## config.mk

```make
export PLATFORM = sky130hd
export DESIGN_NAME = link_session_sequencer_top
export DESIGN_NICKNAME = d
export VERILOG_FILES = /design/src/hdl/lss_pkg.sv /design/src/hdl/link_session_sequencer_top.sv
export SDC_FILE = /design/constraint.sdc
export NUM_CORES = 1
export LEC_CHECK = 0
export BUFFER_PORTS_ARGS = -buffer_cell sky130_fd_sc_hd__buf_2
export CAP_MARGIN = 20
export CORE_MARGIN = 2
export CORE_UTILIZATION = 30
export DETAILED_ROUTE_END_ITERATION = 12
export PLACE_DENSITY = 0.48
export SYNTH_ARGS = -nofsm -noshare
export SYNTH_HDL_FRONTEND = slang
export SYNTH_SLANG_ARGS = --single-unit
```

## constraint.sdc

```tcl
create_clock -name clk -period 5.4 [get_ports clk]
set_clock_uncertainty 0.05 [all_clocks]
set_input_delay 1.08 -clock clk [delete_from_list [all_inputs] [get_ports clk]]
set_output_delay 1.08 -clock clk [all_outputs]
set_load 0.02 [all_outputs]
```

## src/hdl/lss_pkg.sv

```systemverilog
// Shared constants and types for the link session sequencer.
package lss_pkg;

  // Default width of the time value and of the stored heartbeat time
  localparam int TIME_WIDTH_DEF = 32;

  // Configuration register widths and reset values
  localparam int CFG_DATA_W  = 16;
  localparam int CFG_INDEX_W = 2;
  localparam int INTERVAL_W  = 16;
  localparam int LIMIT_W     = 4;
  localparam int COUNT_W     = 4;

  localparam logic [INTERVAL_W-1:0] INTERVAL_RST     = 16'd15;
  localparam logic [LIMIT_W-1:0]    PLUGIN_MAX_RST   = 4'd5;
  localparam logic [LIMIT_W-1:0]    ONLINE_LIMIT_RST = 4'd10;

  // Configuration register indexes
  typedef enum logic [CFG_INDEX_W-1:0] {
    REG_HB_INTERVAL   = 2'd0,
    REG_PLUGIN_MAX    = 2'd1,
    REG_ONLINE_LIMIT  = 2'd2,
    REG_UNUSED        = 2'd3
  } cfg_reg_t;

  // Downlink codes
  typedef enum logic [1:0] {
    DL_NONE    = 2'd0,
    DL_PLUGIN  = 2'd1,
    DL_BOOT    = 2'd2,
    DL_OTHER   = 2'd3
  } downlink_t;

  // Session phases
  typedef enum logic [3:0] {
    PH_REGISTER      = 4'd0,
    PH_ONLINE        = 4'd1,
    PH_AUTH          = 4'd2,
    PH_HEARTBEAT     = 4'd3,
    PH_PLUGIN        = 4'd4,
    PH_PLUGIN_RESET  = 4'd5,
    PH_PLUGIN_ONLINE = 4'd6,
    PH_PLUGIN_AUTH   = 4'd7,
    PH_PLUGIN_HB     = 4'd8,
    PH_DISCONNECT    = 4'd9
  } phase_t;

  // Actions consulted in each phase
  typedef enum logic [3:0] {
    ACT_REGISTER      = 4'd0,
    ACT_ONLINE        = 4'd1,
    ACT_AUTH          = 4'd2,
    ACT_UDP_DOWNLINK  = 4'd3,
    ACT_HEARTBEAT     = 4'd4,
    ACT_PLUGIN        = 4'd5,
    ACT_DISCONNECT    = 4'd6,
    ACT_PLUGIN_ONLINE = 4'd7,
    ACT_PLUGIN_AUTH   = 4'd8,
    ACT_TCP_DOWNLINK  = 4'd9,
    ACT_PLUGIN_HB     = 4'd10
  } action_t;

  // One result as held in the output register and the skid stage
  typedef struct packed {
    logic [3:0]         phase;
    logic [3:0]         action_taken;
    logic [COUNT_W-1:0] plugin_retries;
    logic [COUNT_W-1:0] online_retries;
    logic               heartbeat_refreshed;
  } result_t;

endpackage

```

## src/hdl/link_session_sequencer_top.sv

```systemverilog
// Link session sequencer: one phase step per request, registered result with skid.
//
// Usage:
//   Input channel (in_valid / in_stall) carries one step: now_seconds, action_ok and
//   downlink_code. A step is taken at a clock edge with in_valid high and in_stall low.
//   The step is evaluated against the current phase and its result
//   (phase, action_taken, both retry counters, heartbeat_refreshed) appears on the
//   output channel (out_valid / out_stall) on the next cycle if the output is free.
//   Throughput is one step per cycle while in_stall is low; the rate is set by the
//   phase/counter/timer update loop (one 33-bit add and compare).
//   When the receiver stalls, the output register holds its result and one more
//   step is still taken into a skid register; in_stall rises only when both are
//   full, and drops as soon as the output drains.
//   Configuration (cfg_we, cfg_index, cfg_data) writes a register at the clock edge
//   with cfg_we high; writes to an unused index are ignored. Write only while idle.
//   Synchronous reset (rst) returns to the register phase, clears the counters and
//   the last heartbeat time, loads the default interval and limits, and empties
//   the output and skid registers.
module link_session_sequencer_top #(
  parameter int TIME_WIDTH = lss_pkg::TIME_WIDTH_DEF
) (
  input  logic                           clk,
  input  logic                           rst,
  // configuration write port
  input  logic                           cfg_we,
  input  logic [lss_pkg::CFG_INDEX_W-1:0] cfg_index,
  input  logic [lss_pkg::CFG_DATA_W-1:0]  cfg_data,
  // step input channel
  input  logic                           in_valid,
  output logic                           in_stall,
  input  logic [TIME_WIDTH-1:0]          now_seconds,
  input  logic                           action_ok,
  input  logic [1:0]                     downlink_code,
  // result output channel
  output logic                           out_valid,
  input  logic                           out_stall,
  output logic [3:0]                     phase,
  output logic [3:0]                     action_taken,
  output logic [lss_pkg::COUNT_W-1:0]    plugin_retries,
  output logic [lss_pkg::COUNT_W-1:0]    online_retries,
  output logic                           heartbeat_refreshed
);
  import lss_pkg::*;

  // configuration registers
  logic [INTERVAL_W-1:0] heartbeat_interval;
  logic [LIMIT_W-1:0]    plugin_retry_max;
  logic [LIMIT_W-1:0]    plugin_online_retry_limit;

  // sequencer state
  phase_t                current_phase, current_phase_next;
  logic [TIME_WIDTH-1:0] last_hb_time, last_hb_time_next;
  logic [COUNT_W-1:0]    plugin_retry_count, plugin_retry_count_next;
  logic [COUNT_W-1:0]    online_fail_count, online_fail_count_next;

  // output register and skid stage
  result_t out_res, skid_res, step_res;
  logic    skid_full;

  logic in_accept, out_take;
  logic interval_open;
  logic [TIME_WIDTH:0]   hb_deadline;
  logic [COUNT_W:0]      retry_inc;
  logic [COUNT_W:0]      online_inc;
  action_t               act;
  logic                  refreshed;
  downlink_t             dl;

  assign in_stall  = skid_full;
  assign in_accept = in_valid && !skid_full;
  assign out_take  = out_valid && !out_stall;
  assign dl        = downlink_t'(downlink_code);

  // Heartbeat timer: deadline formed one bit wider so it never wraps
  assign hb_deadline   = {1'b0, last_hb_time}
                       + {{(TIME_WIDTH + 1 - INTERVAL_W){1'b0}}, heartbeat_interval};
  assign interval_open = {1'b0, now_seconds} < hb_deadline;

  // counters incremented one bit wider before the limit compare
  assign retry_inc  = {1'b0, plugin_retry_count} + {{COUNT_W{1'b0}}, 1'b1};
  assign online_inc = {1'b0, online_fail_count} + {{COUNT_W{1'b0}}, 1'b1};

  // Phase step
  always_comb begin
    current_phase_next      = current_phase;
    last_hb_time_next       = last_hb_time;
    plugin_retry_count_next = plugin_retry_count;
    online_fail_count_next  = online_fail_count;
    act                     = ACT_REGISTER;
    refreshed               = 1'b0;
    unique case (current_phase)
      PH_REGISTER: begin
        act = ACT_REGISTER;
        if (action_ok) current_phase_next = PH_ONLINE;
      end
      PH_ONLINE: begin
        act = ACT_ONLINE;
        current_phase_next = action_ok ? PH_AUTH : PH_REGISTER;
      end
      PH_AUTH: begin
        act = ACT_AUTH;
        current_phase_next = action_ok ? PH_HEARTBEAT : PH_ONLINE;
      end
      PH_HEARTBEAT: begin
        if (interval_open) begin
          act = ACT_UDP_DOWNLINK;
          if (dl == DL_PLUGIN) current_phase_next = PH_PLUGIN;
          else if (dl == DL_BOOT) current_phase_next = PH_ONLINE;
        end else begin
          act = ACT_HEARTBEAT;
          if (action_ok) begin
            last_hb_time_next = now_seconds;
            refreshed         = 1'b1;
          end else begin
            current_phase_next = PH_ONLINE;
          end
        end
      end
      PH_PLUGIN: begin
        act = ACT_PLUGIN;
        if (action_ok) begin
          current_phase_next      = PH_PLUGIN_ONLINE;
          plugin_retry_count_next = '0;
        end else if (retry_inc > {1'b0, plugin_retry_max}) begin
          current_phase_next      = PH_ONLINE;
          plugin_retry_count_next = '0;
        end else begin
          plugin_retry_count_next = retry_inc[COUNT_W-1:0];
        end
      end
      PH_PLUGIN_RESET: begin
        act = ACT_DISCONNECT;
        current_phase_next = PH_PLUGIN;
      end
      PH_PLUGIN_ONLINE: begin
        act = ACT_PLUGIN_ONLINE;
        if (action_ok) begin
          current_phase_next     = PH_PLUGIN_AUTH;
          online_fail_count_next = '0;
        end else if (online_inc <= {1'b0, plugin_online_retry_limit}) begin
          current_phase_next     = PH_PLUGIN_RESET;
          online_fail_count_next = online_inc[COUNT_W-1:0];
        end else begin
          current_phase_next     = PH_DISCONNECT;
          online_fail_count_next = '0;
        end
      end
      PH_PLUGIN_AUTH: begin
        act = ACT_PLUGIN_AUTH;
        current_phase_next = action_ok ? PH_PLUGIN_HB : PH_PLUGIN_RESET;
      end
      PH_PLUGIN_HB: begin
        if (interval_open) begin
          act = ACT_TCP_DOWNLINK;
          if (dl != DL_NONE) current_phase_next = PH_DISCONNECT;
        end else begin
          act = ACT_PLUGIN_HB;
          if (action_ok) begin
            last_hb_time_next = now_seconds;
            refreshed         = 1'b1;
          end else begin
            current_phase_next = PH_PLUGIN_RESET;
          end
        end
      end
      PH_DISCONNECT: begin
        act = ACT_DISCONNECT;
        current_phase_next = PH_ONLINE;
      end
      default: begin
        // unused phase codes hold the phase
        act = ACT_REGISTER;
      end
    endcase
  end

  always_comb begin
    step_res.phase               = current_phase_next;
    step_res.action_taken        = act;
    step_res.plugin_retries      = plugin_retry_count_next;
    step_res.online_retries      = online_fail_count_next;
    step_res.heartbeat_refreshed = refreshed;
  end

  // Configuration registers
  always_ff @(posedge clk) begin
    if (rst) begin
      heartbeat_interval        <= INTERVAL_RST;
      plugin_retry_max          <= PLUGIN_MAX_RST;
      plugin_online_retry_limit <= ONLINE_LIMIT_RST;
    end else if (cfg_we) begin
      unique case (cfg_reg_t'(cfg_index))
        REG_HB_INTERVAL:  heartbeat_interval        <= cfg_data[INTERVAL_W-1:0];
        REG_PLUGIN_MAX:   plugin_retry_max          <= cfg_data[LIMIT_W-1:0];
        REG_ONLINE_LIMIT: plugin_online_retry_limit <= cfg_data[LIMIT_W-1:0];
        default: ;
      endcase
    end
  end

  // Sequencer state, advanced once per accepted request
  always_ff @(posedge clk) begin
    if (rst) begin
      current_phase      <= PH_REGISTER;
      last_hb_time       <= '0;
      plugin_retry_count <= '0;
      online_fail_count  <= '0;
    end else if (in_accept) begin
      current_phase      <= current_phase_next;
      last_hb_time       <= last_hb_time_next;
      plugin_retry_count <= plugin_retry_count_next;
      online_fail_count  <= online_fail_count_next;
    end
  end

  // Output register with one-entry skid
  always_ff @(posedge clk) begin
    if (rst) begin
      out_valid <= 1'b0;
      skid_full <= 1'b0;
    end else begin
      if (out_valid && !out_take) begin
        // output held: a new request lands in the skid stage
        if (in_accept) skid_full <= 1'b1;
      end else if (skid_full) begin
        out_valid <= 1'b1;
        skid_full <= 1'b0;
      end else begin
        out_valid <= in_accept;
      end
    end
  end

  always_ff @(posedge clk) begin
    if (out_valid && !out_take) begin
      if (in_accept) skid_res <= step_res;
    end else if (skid_full) begin
      out_res <= skid_res;
    end else if (in_accept) begin
      out_res <= step_res;
    end
  end

  assign phase               = out_res.phase;
  assign action_taken        = out_res.action_taken;
  assign plugin_retries      = out_res.plugin_retries;
  assign online_retries      = out_res.online_retries;
  assign heartbeat_refreshed = out_res.heartbeat_refreshed;

  // Checks
  a_skid_needs_out: assert property (@(posedge clk) disable iff (rst)
    skid_full |-> out_valid)
    else $error("skid stage full while output register empty");

  a_refresh_action: assert property (@(posedge clk) disable iff (rst)
    (out_valid && heartbeat_refreshed) |->
      (action_taken == ACT_HEARTBEAT || action_taken == ACT_PLUGIN_HB))
    else $error("heartbeat refresh without a heartbeat action");

  a_phase_range: assert property (@(posedge clk) disable iff (rst)
    current_phase <= PH_DISCONNECT)
    else $error("phase register holds an unused code");

  a_hb_time_hold: assert property (@(posedge clk) disable iff (rst)
    !in_accept |=> $stable(last_hb_time))
    else $error("heartbeat time changed without a request");

endmodule

```

==> results.json, run 1 <==
{
  "synth_compound_area_frac": 0.1500,
  "cts_tree": "done",
  "holdCritPathClass": "reg -> reg",
  "grt_max_degree": 63,
  "clkSlewWorstSetupHoldPaths_ps": 80,
  "ys_seq_area_frac": 0.3815,
  "ir_worst_vdd_mv": 0.1486,
  "synth_top_cell_area_share": 0.2207,
  "maxCapViolCount": 0,
  "fp-row-count": 53,
  "postSynthAreaPerCell_sq_um": 9.163,
  "antenna_found_initial": 2,
  "drt-wirelength-per-cell_um": 14.52,
  "viasPerCell": 4.885,
  "place_area_sq_mm": 0.006980,
  "fillers": 2194,
  "crit_type": "reg -> reg",
  "die_w_um": 149.5,
  "rsz0062_at_grt": "false",
  "max_freq_ghz": 0.1980,
  "antenna_left": 0,
  "period_share": 0.9351,
  "gp_congestion": 0.7858,
  "pwr_density_cell_mw_per_mm2": 246.4,
  "start_util": 0.3040,
  "die_h_um": 149.5,
  "yosys.area_share.simple": 0.1884,
  "arrival_ps": 5060,
  "synthDistinctLibCells": 71,
  "cts_num_sinks": 104,
  "cts_hold_buffers": 0,
  "synth_top_family_by_area": "simple AND/OR/NAND/NOR gates",
  "startpoint_type": "register",
  "setup_violations": 0,
  "drt-initial-drc-count": 280,
  "cts_buffers": 9,
  "finalWirelength_um": 15090,
  "clock_latency_ps": 370,
  "fp.dieArea_sq_mm": 0.02235,
  "port_buffers": 76,
  "pre_cts_ws_ps": -51.57,
  "hold_viol": 0,
  "htree_levels": 3,
  "final_cell_area_sq_mm": 0.007347,
  "cp_max_fo": 10,
  "max_slew_margin": 0.3593,
  "setup_ws_ps": 350.3,
  "finalCriticalPeriod_ps": 5050,
  "route.detailed.drc": 0,
  "synth.mux.area_fraction": 0.08138,
  "synthCells": 693,
  "worst_pin_slew_ps": 959.8,
  "cp.required_ps": 5410,
  "synth_edf_count": 34,
  "first_global_vias": 4832,
  "tns_ps": 0,
  "cts-root-buf": "clkbuf_16",
  "synth_area_leaders": "dfxtp_1 (22%), edfxtp_1 (16%), ha_1 (11%)",
  "layout-drive-gt1-share": 0.1654,
  "synthAdderAreaFrac": 0.1155,
  "status": "finished clean",
  "clockBufferDepth": 2,
  "total_power_w": 0.001810,
  "post_cts_buffers": 0,
  "dp_hpwl_um": 11120,
  "overflow": 0,
  "synthArstFlopShare": 0,
  "synthesis.nets": 809,
  "synth-main-ff-cell": "dfxtp_1",
  "nets": 873,
  "yosysWarningCount": 0,
  "slew_viol_final": 0,
  "synthXorXnorAreaFrac": 0.04690,
  "synth-seq-cells": 104,
  "worstSetupEndpointType": "register",
  "areaGrowthSynthToFinish_pct": 15.70,
  "grt_usage": 0.1409,
  "drt-pass1-iter-count": 4,
  "leakage_nw": 2.873,
  "vias": 5076,
  "synth_area_leader_cell": "dfxtp_1",
  "syn_area_sq_mm": 0.006350,
  "grt_pass1_wl_um": 25010,
  "core-area_sq_mm": 0.02089,
  "ioPinCount": 77
}
stage by stage:
| stage | util | std cells | hold slack (ps) |
|---|---|---|---|
| after floorplan | - | 693 | 390.6 |
| after global placement | 0.3342 | 1020 | 404.7 |
| after detailed placement | 0.3342 | 1020 | 405.4 |
| after CTS | 0.3484 | 1036 | 415.8 |
| after global routing | 0.3515 | 1037 | 431.8 |
| final | 0.3517 | 1039 | 412.5 |
synth_stat cells (all sizes together), types with 3 or more instances:
library cell and n:
nor2 83, nand2 80, dfxtp 70, ha 57
a21oi 42, mux2i 37, edfxtp 34, o21ai 30
xnor2 23, clkbuf 22, inv 21, nand3 16
nand4 14, nor3 14, mux2 13, o21a 13
xor2 11, a21o 8, and3 8, buf 7
nand2b 7, a31oi 6, nor2b 6, nor4 6
a211oi 5, or3 5, a32o 4, o31ai 4
nor3b 3, o211ai 3, o22ai 3
report_power, final:
group          total, W  internal, W  switching [W]  leakage [nW]
Sequential     0.000874     0.000845      0.0000282         0.900
Clock          0.000658     0.000323       0.000335         0.141
Combinational  0.000278     0.000116       0.000162          1.83
Total           0.00181      0.00128       0.000526          2.87
final cells by class:
type / instances / area [sq um] / area share
Multi-Input combinational cell: 538 / 3760 / 0.5118
Sequential cell: 104 / 2422 / 0.3297
Timing Repair Buffer: 82 / 441.7 / 0.06012
Tap cell: 275 / 344.1 / 0.04683
Clock buffer: 9 / 225.2 / 0.03065
Inverter: 22 / 82.58 / 0.01124
Clock inverter: 7 / 66.31 / 0.009026
Antenna cell: 2 / 5.005 / 0.0006812
state kept, by name, summed over array words and instances, names as in the netlist:
register,cells
in_stall,1
out_valid,1
action_taken,4
online_fail_count,4
skid_res,17
online_retries,4
plugin_retry_count,4
last_hb_time,32
plugin_retries,4
heartbeat_interval,16
plugin_retry_max,4
heartbeat_refreshed,1
phase,4
plugin_online_retry_limit,4
current_phase,4
cell usage in the layout, fill, tap and decap left out, types with 11 or more instances in the layout:
cell	netlist	routed
inv_1	21	21
nand3_1	16	16
nor3_1	12	12
mux2_2	13	13
a21oi_1	42	42
nor2_1	83	83
nand4_1	14	14
o21ai_0	28	28
xnor2_1	23	23
buf_2	1	76
mux2i_1	37	37
o21a_1	13	13
dfxtp_1	70	70
nand2_1	80	80
ha_1	57	57
xor2_1	11	11
edfxtp_1	34	34
what timing repair did:
action / in CTS / in global routing
gates cloned: 0 / 0
endpoints found under the setup margin: 1 / 44
gates resized for setup: 1 / 7
final timing paths:
check | from | end | slack (ps) | cells past startpoint
worst max-delay path | heartbeat_interval[5] | phase[1] | 350 | 18
worst min-delay path | heartbeat_interval[6] | heartbeat_interval[6] | 410 | 2
worst max register to register | heartbeat_interval[5] | phase[1] | 350 | 18
worst min register to register | heartbeat_interval[6] | heartbeat_interval[6] | 410 | 2
critical path, cell delays in order (launching register included):
cell      delay (ps)
dfxtp_1          320
ha_1             380
o21a_1           210
o21a_1           170
o22a_1           210
o41a_1           390
a21o_1           230
a31oi_4          260
nor3b_1          100
xnor2_1          130
ha_1             300
nand4_1           80
or2_1            270
a2111o_1         450
a31oi_4          210
nor3_4           120
or3_1            400
a32oi_2          280
o221ai_1         180
logic make-up after synthesis:
family          count (synthesis)
simple gates                  254
compound gates                142
flops                         104
fa+ha+maj                      58
buf+inv                        51
mux                            50
xor+xnor                       34
metal layers:
metal  up-vias  global-route usage  part of all wire
met4         0             0.03571            0.0096
met2        91              0.2349              0.46
met3        10             0.03537             0.045
li1       2647                   -                 -
met1      2328              0.1824              0.48
met5         -                   0                 0
Power figures use the tool's default switching activity.
==> run 2, diff against run 1 <==
Settings changed: BUFFER_PORTS_ARGS -buffer_cell sky130_fd_sc_hd__buf_2 to default, DONT_BUFFER_PORTS from default to 1, PLACE_DENSITY 0.48 to 0.45.
==> run 2 against run 1 <==
Effect of this change: total power fell by 0.74%; die area stayed put; fmax fell by 0.27%; combinational power decreased by 24%; sequential power up 2%; routed wire length grew 1.4%; global-route usage is 0.13 points higher; via count down 2.7%; cell area fell by 5.3%.
==> results.json, run 2 (synthesis gave the netlist of run 1 again) <==
{
  "status": "finished clean",
  "leakage_nw": 2.574,
  "fillers": 2152,
  "antenna_left": 0,
  "areaGrowthSynthToFinish_pct": 9.537,
  "ir_worst_vdd_mv": 0.1439,
  "clock_latency_ps": 360,
  "pwr_density_cell_mw_per_mm2": 258.3,
  "port_buffers": 0,
  "post-place-cells": 944,
  "stdcell_count": 961,
  "crit_type": "reg -> reg",
  "fp.dieArea_sq_mm": 0.02235,
  "setup_violations": 0,
  "grt_use_met2": 0.2413,
  "multi_input_area_sq_mm": 0.003736,
  "cts_num_sinks": 104,
  "cp.required_ps": 5450,
  "cts_buffers": 9,
  "holdCritPathClass": "reg -> reg",
  "clockBufferDepth": 2,
  "grt_max_degree": 63,
  "grt-busiest-layer": "met2",
  "dp_hpwl_um": 11380,
  "worstSetupEndpointType": "register",
  "met1_usage": 0.1726,
  "core-area_sq_mm": 0.02089,
  "die_h_um": 149.5,
  "cts-root-buf": "clkbuf_16",
  "start_util": 0.3040,
  "grt_use_met3": 0.04024,
  "grt_usage": 0.1422,
  "rsz0062_at_grt": "false",
  "largest_register_ffs": 32,
  "max_slew_margin": 0.4566,
  "reg_top3": "last_hb_time (32), skid_res (17), heartbeat_interval (16)",
  "regMostFlops": "last_hb_time",
  "drt-wirelength-per-cell_um": 15.93,
  "nets": 797,
  "maxCapViolCount": 0,
  "layout-drive-gt1-share": 0.07143,
  "vias": 4937,
  "period_share": 0.9377,
  "ioPinCount": 77,
  "viasPerCell": 5.137,
  "fp-row-count": 53,
  "cts_tree": "done",
  "worst_pin_slew_ps": 813.4,
  "arrival_ps": 5120,
  "total_power_w": 0.001797,
  "mostFrequentLayoutCells": "nor2_1 (83), nand2_1 (80), dfxtp_1 (70), ha_1 (57), a21oi_1 (42)",
  "overflow": 0,
  "drt-pass1-iter-count": 5,
  "pre_cts_ws_ps": 270.6,
  "cp_max_fo": 10,
  "antenna_found_initial": 0,
  "drt-initial-drc-count": 271,
  "post_cts_buffers": 0,
  "htree_levels": 3,
  "regArea_sq_mm": 0.002422,
  "hold_viol": 0,
  "first_global_vias": 4921,
  "route.detailed.drc": 0,
  "finalWirelength_um": 15310,
  "max_freq_ghz": 0.1975,
  "antennaDiodeCount": 0,
  "gp_congestion": 0.8188,
  "grt_pass1_wl_um": 25040,
  "setup_ws_ps": 336.5,
  "final_common_cell": "nor2_1",
  "finalCriticalPeriod_ps": 5064,
  "slew_viol_final": 0,
  "die_w_um": 149.5,
  "tns_ps": 0,
  "startpoint_type": "register",
  "clkSlewWorstSetupHoldPaths_ps": 80
}
==> run 2: cell count changes in the layout (fill, tap and decap cells not counted), sizes merged <==
cell    before  now
clkinv       5    2
inv         23   25
bufinv       0    1
diode        2    0
buf         82    6
==> run 2: worst max-delay path, cell delays in order (launching register included) <==
cell      delay [ps]
dfxtp_1          350
ha_1             300
a21oi_1          200
o211ai_1         190
o22a_1           220
o41a_1           380
a21o_1           230
a31oi_4          270
nor3b_1          100
xnor2_1          130
ha_1             300
nand4_1          100
or2_1            260
a2111o_1         400
a31oi_1          280
nor3_4           150
nor3_4           330
nor4_1           100
o41a_1           450
==> run 2: stage by stage <==
stage	hold WS, ps	utilization	instance area [sq um]
floorplan	390.6	-	6350
global placement	397.9	0.3160	6600
detailed placement	402.2	0.3160	6600
CTS	415.2	0.3308	6909
global route	436.8	0.3330	6955
finish	412.4	0.3330	6955
==> run 2: final cells by class <==
type | instances | share of cell area
Tap cell | 275 | 0.04947
Clock inverter | 7 | 0.01205
Inverter | 22 | 0.01187
Multi-Input combinational cell | 538 | 0.5371
Sequential cell | 104 | 0.3483
Clock buffer | 9 | 0.03238
Timing Repair Buffer | 6 | 0.008815
==> run 2: power breakdown <==
part           switching [W]  leakage, nW  internal (W)
registers          0.0000455        0.900      0.000847
clock network       0.000323        0.150      0.000369
logic               0.000119         1.52     0.0000918
==> run 2: routing by layer <==
layer | up-vias | wire (um)
met1 | 2306 | 6839
met5 | - | 0
met4 | 0 | 279
li1 | 2476 | -
met2 | 134 | 7306
met3 | 21 | 882
==> run 2: path summary, 6_finish.rpt <==
| path | startpoint | to | slack, ps | cells past startpoint |
|---|---|---|---|---|
| worst max-delay path | heartbeat_interval[1] | action_taken[1] | 340 | 18 |
| worst min-delay path | heartbeat_interval[6] | heartbeat_interval[6] | 410 | 2 |
| worst max register to register | heartbeat_interval[1] | action_taken[1] | 340 | 18 |
| worst min register to register | heartbeat_interval[6] | heartbeat_interval[6] | 410 | 2 |
==> run 2: what timing repair did <==
item / 4_1_cts / 5_1_grt
endpoints found under the setup margin: 0 / 7
hold buffers: 0 / 0
resized for setup: 0 / 5
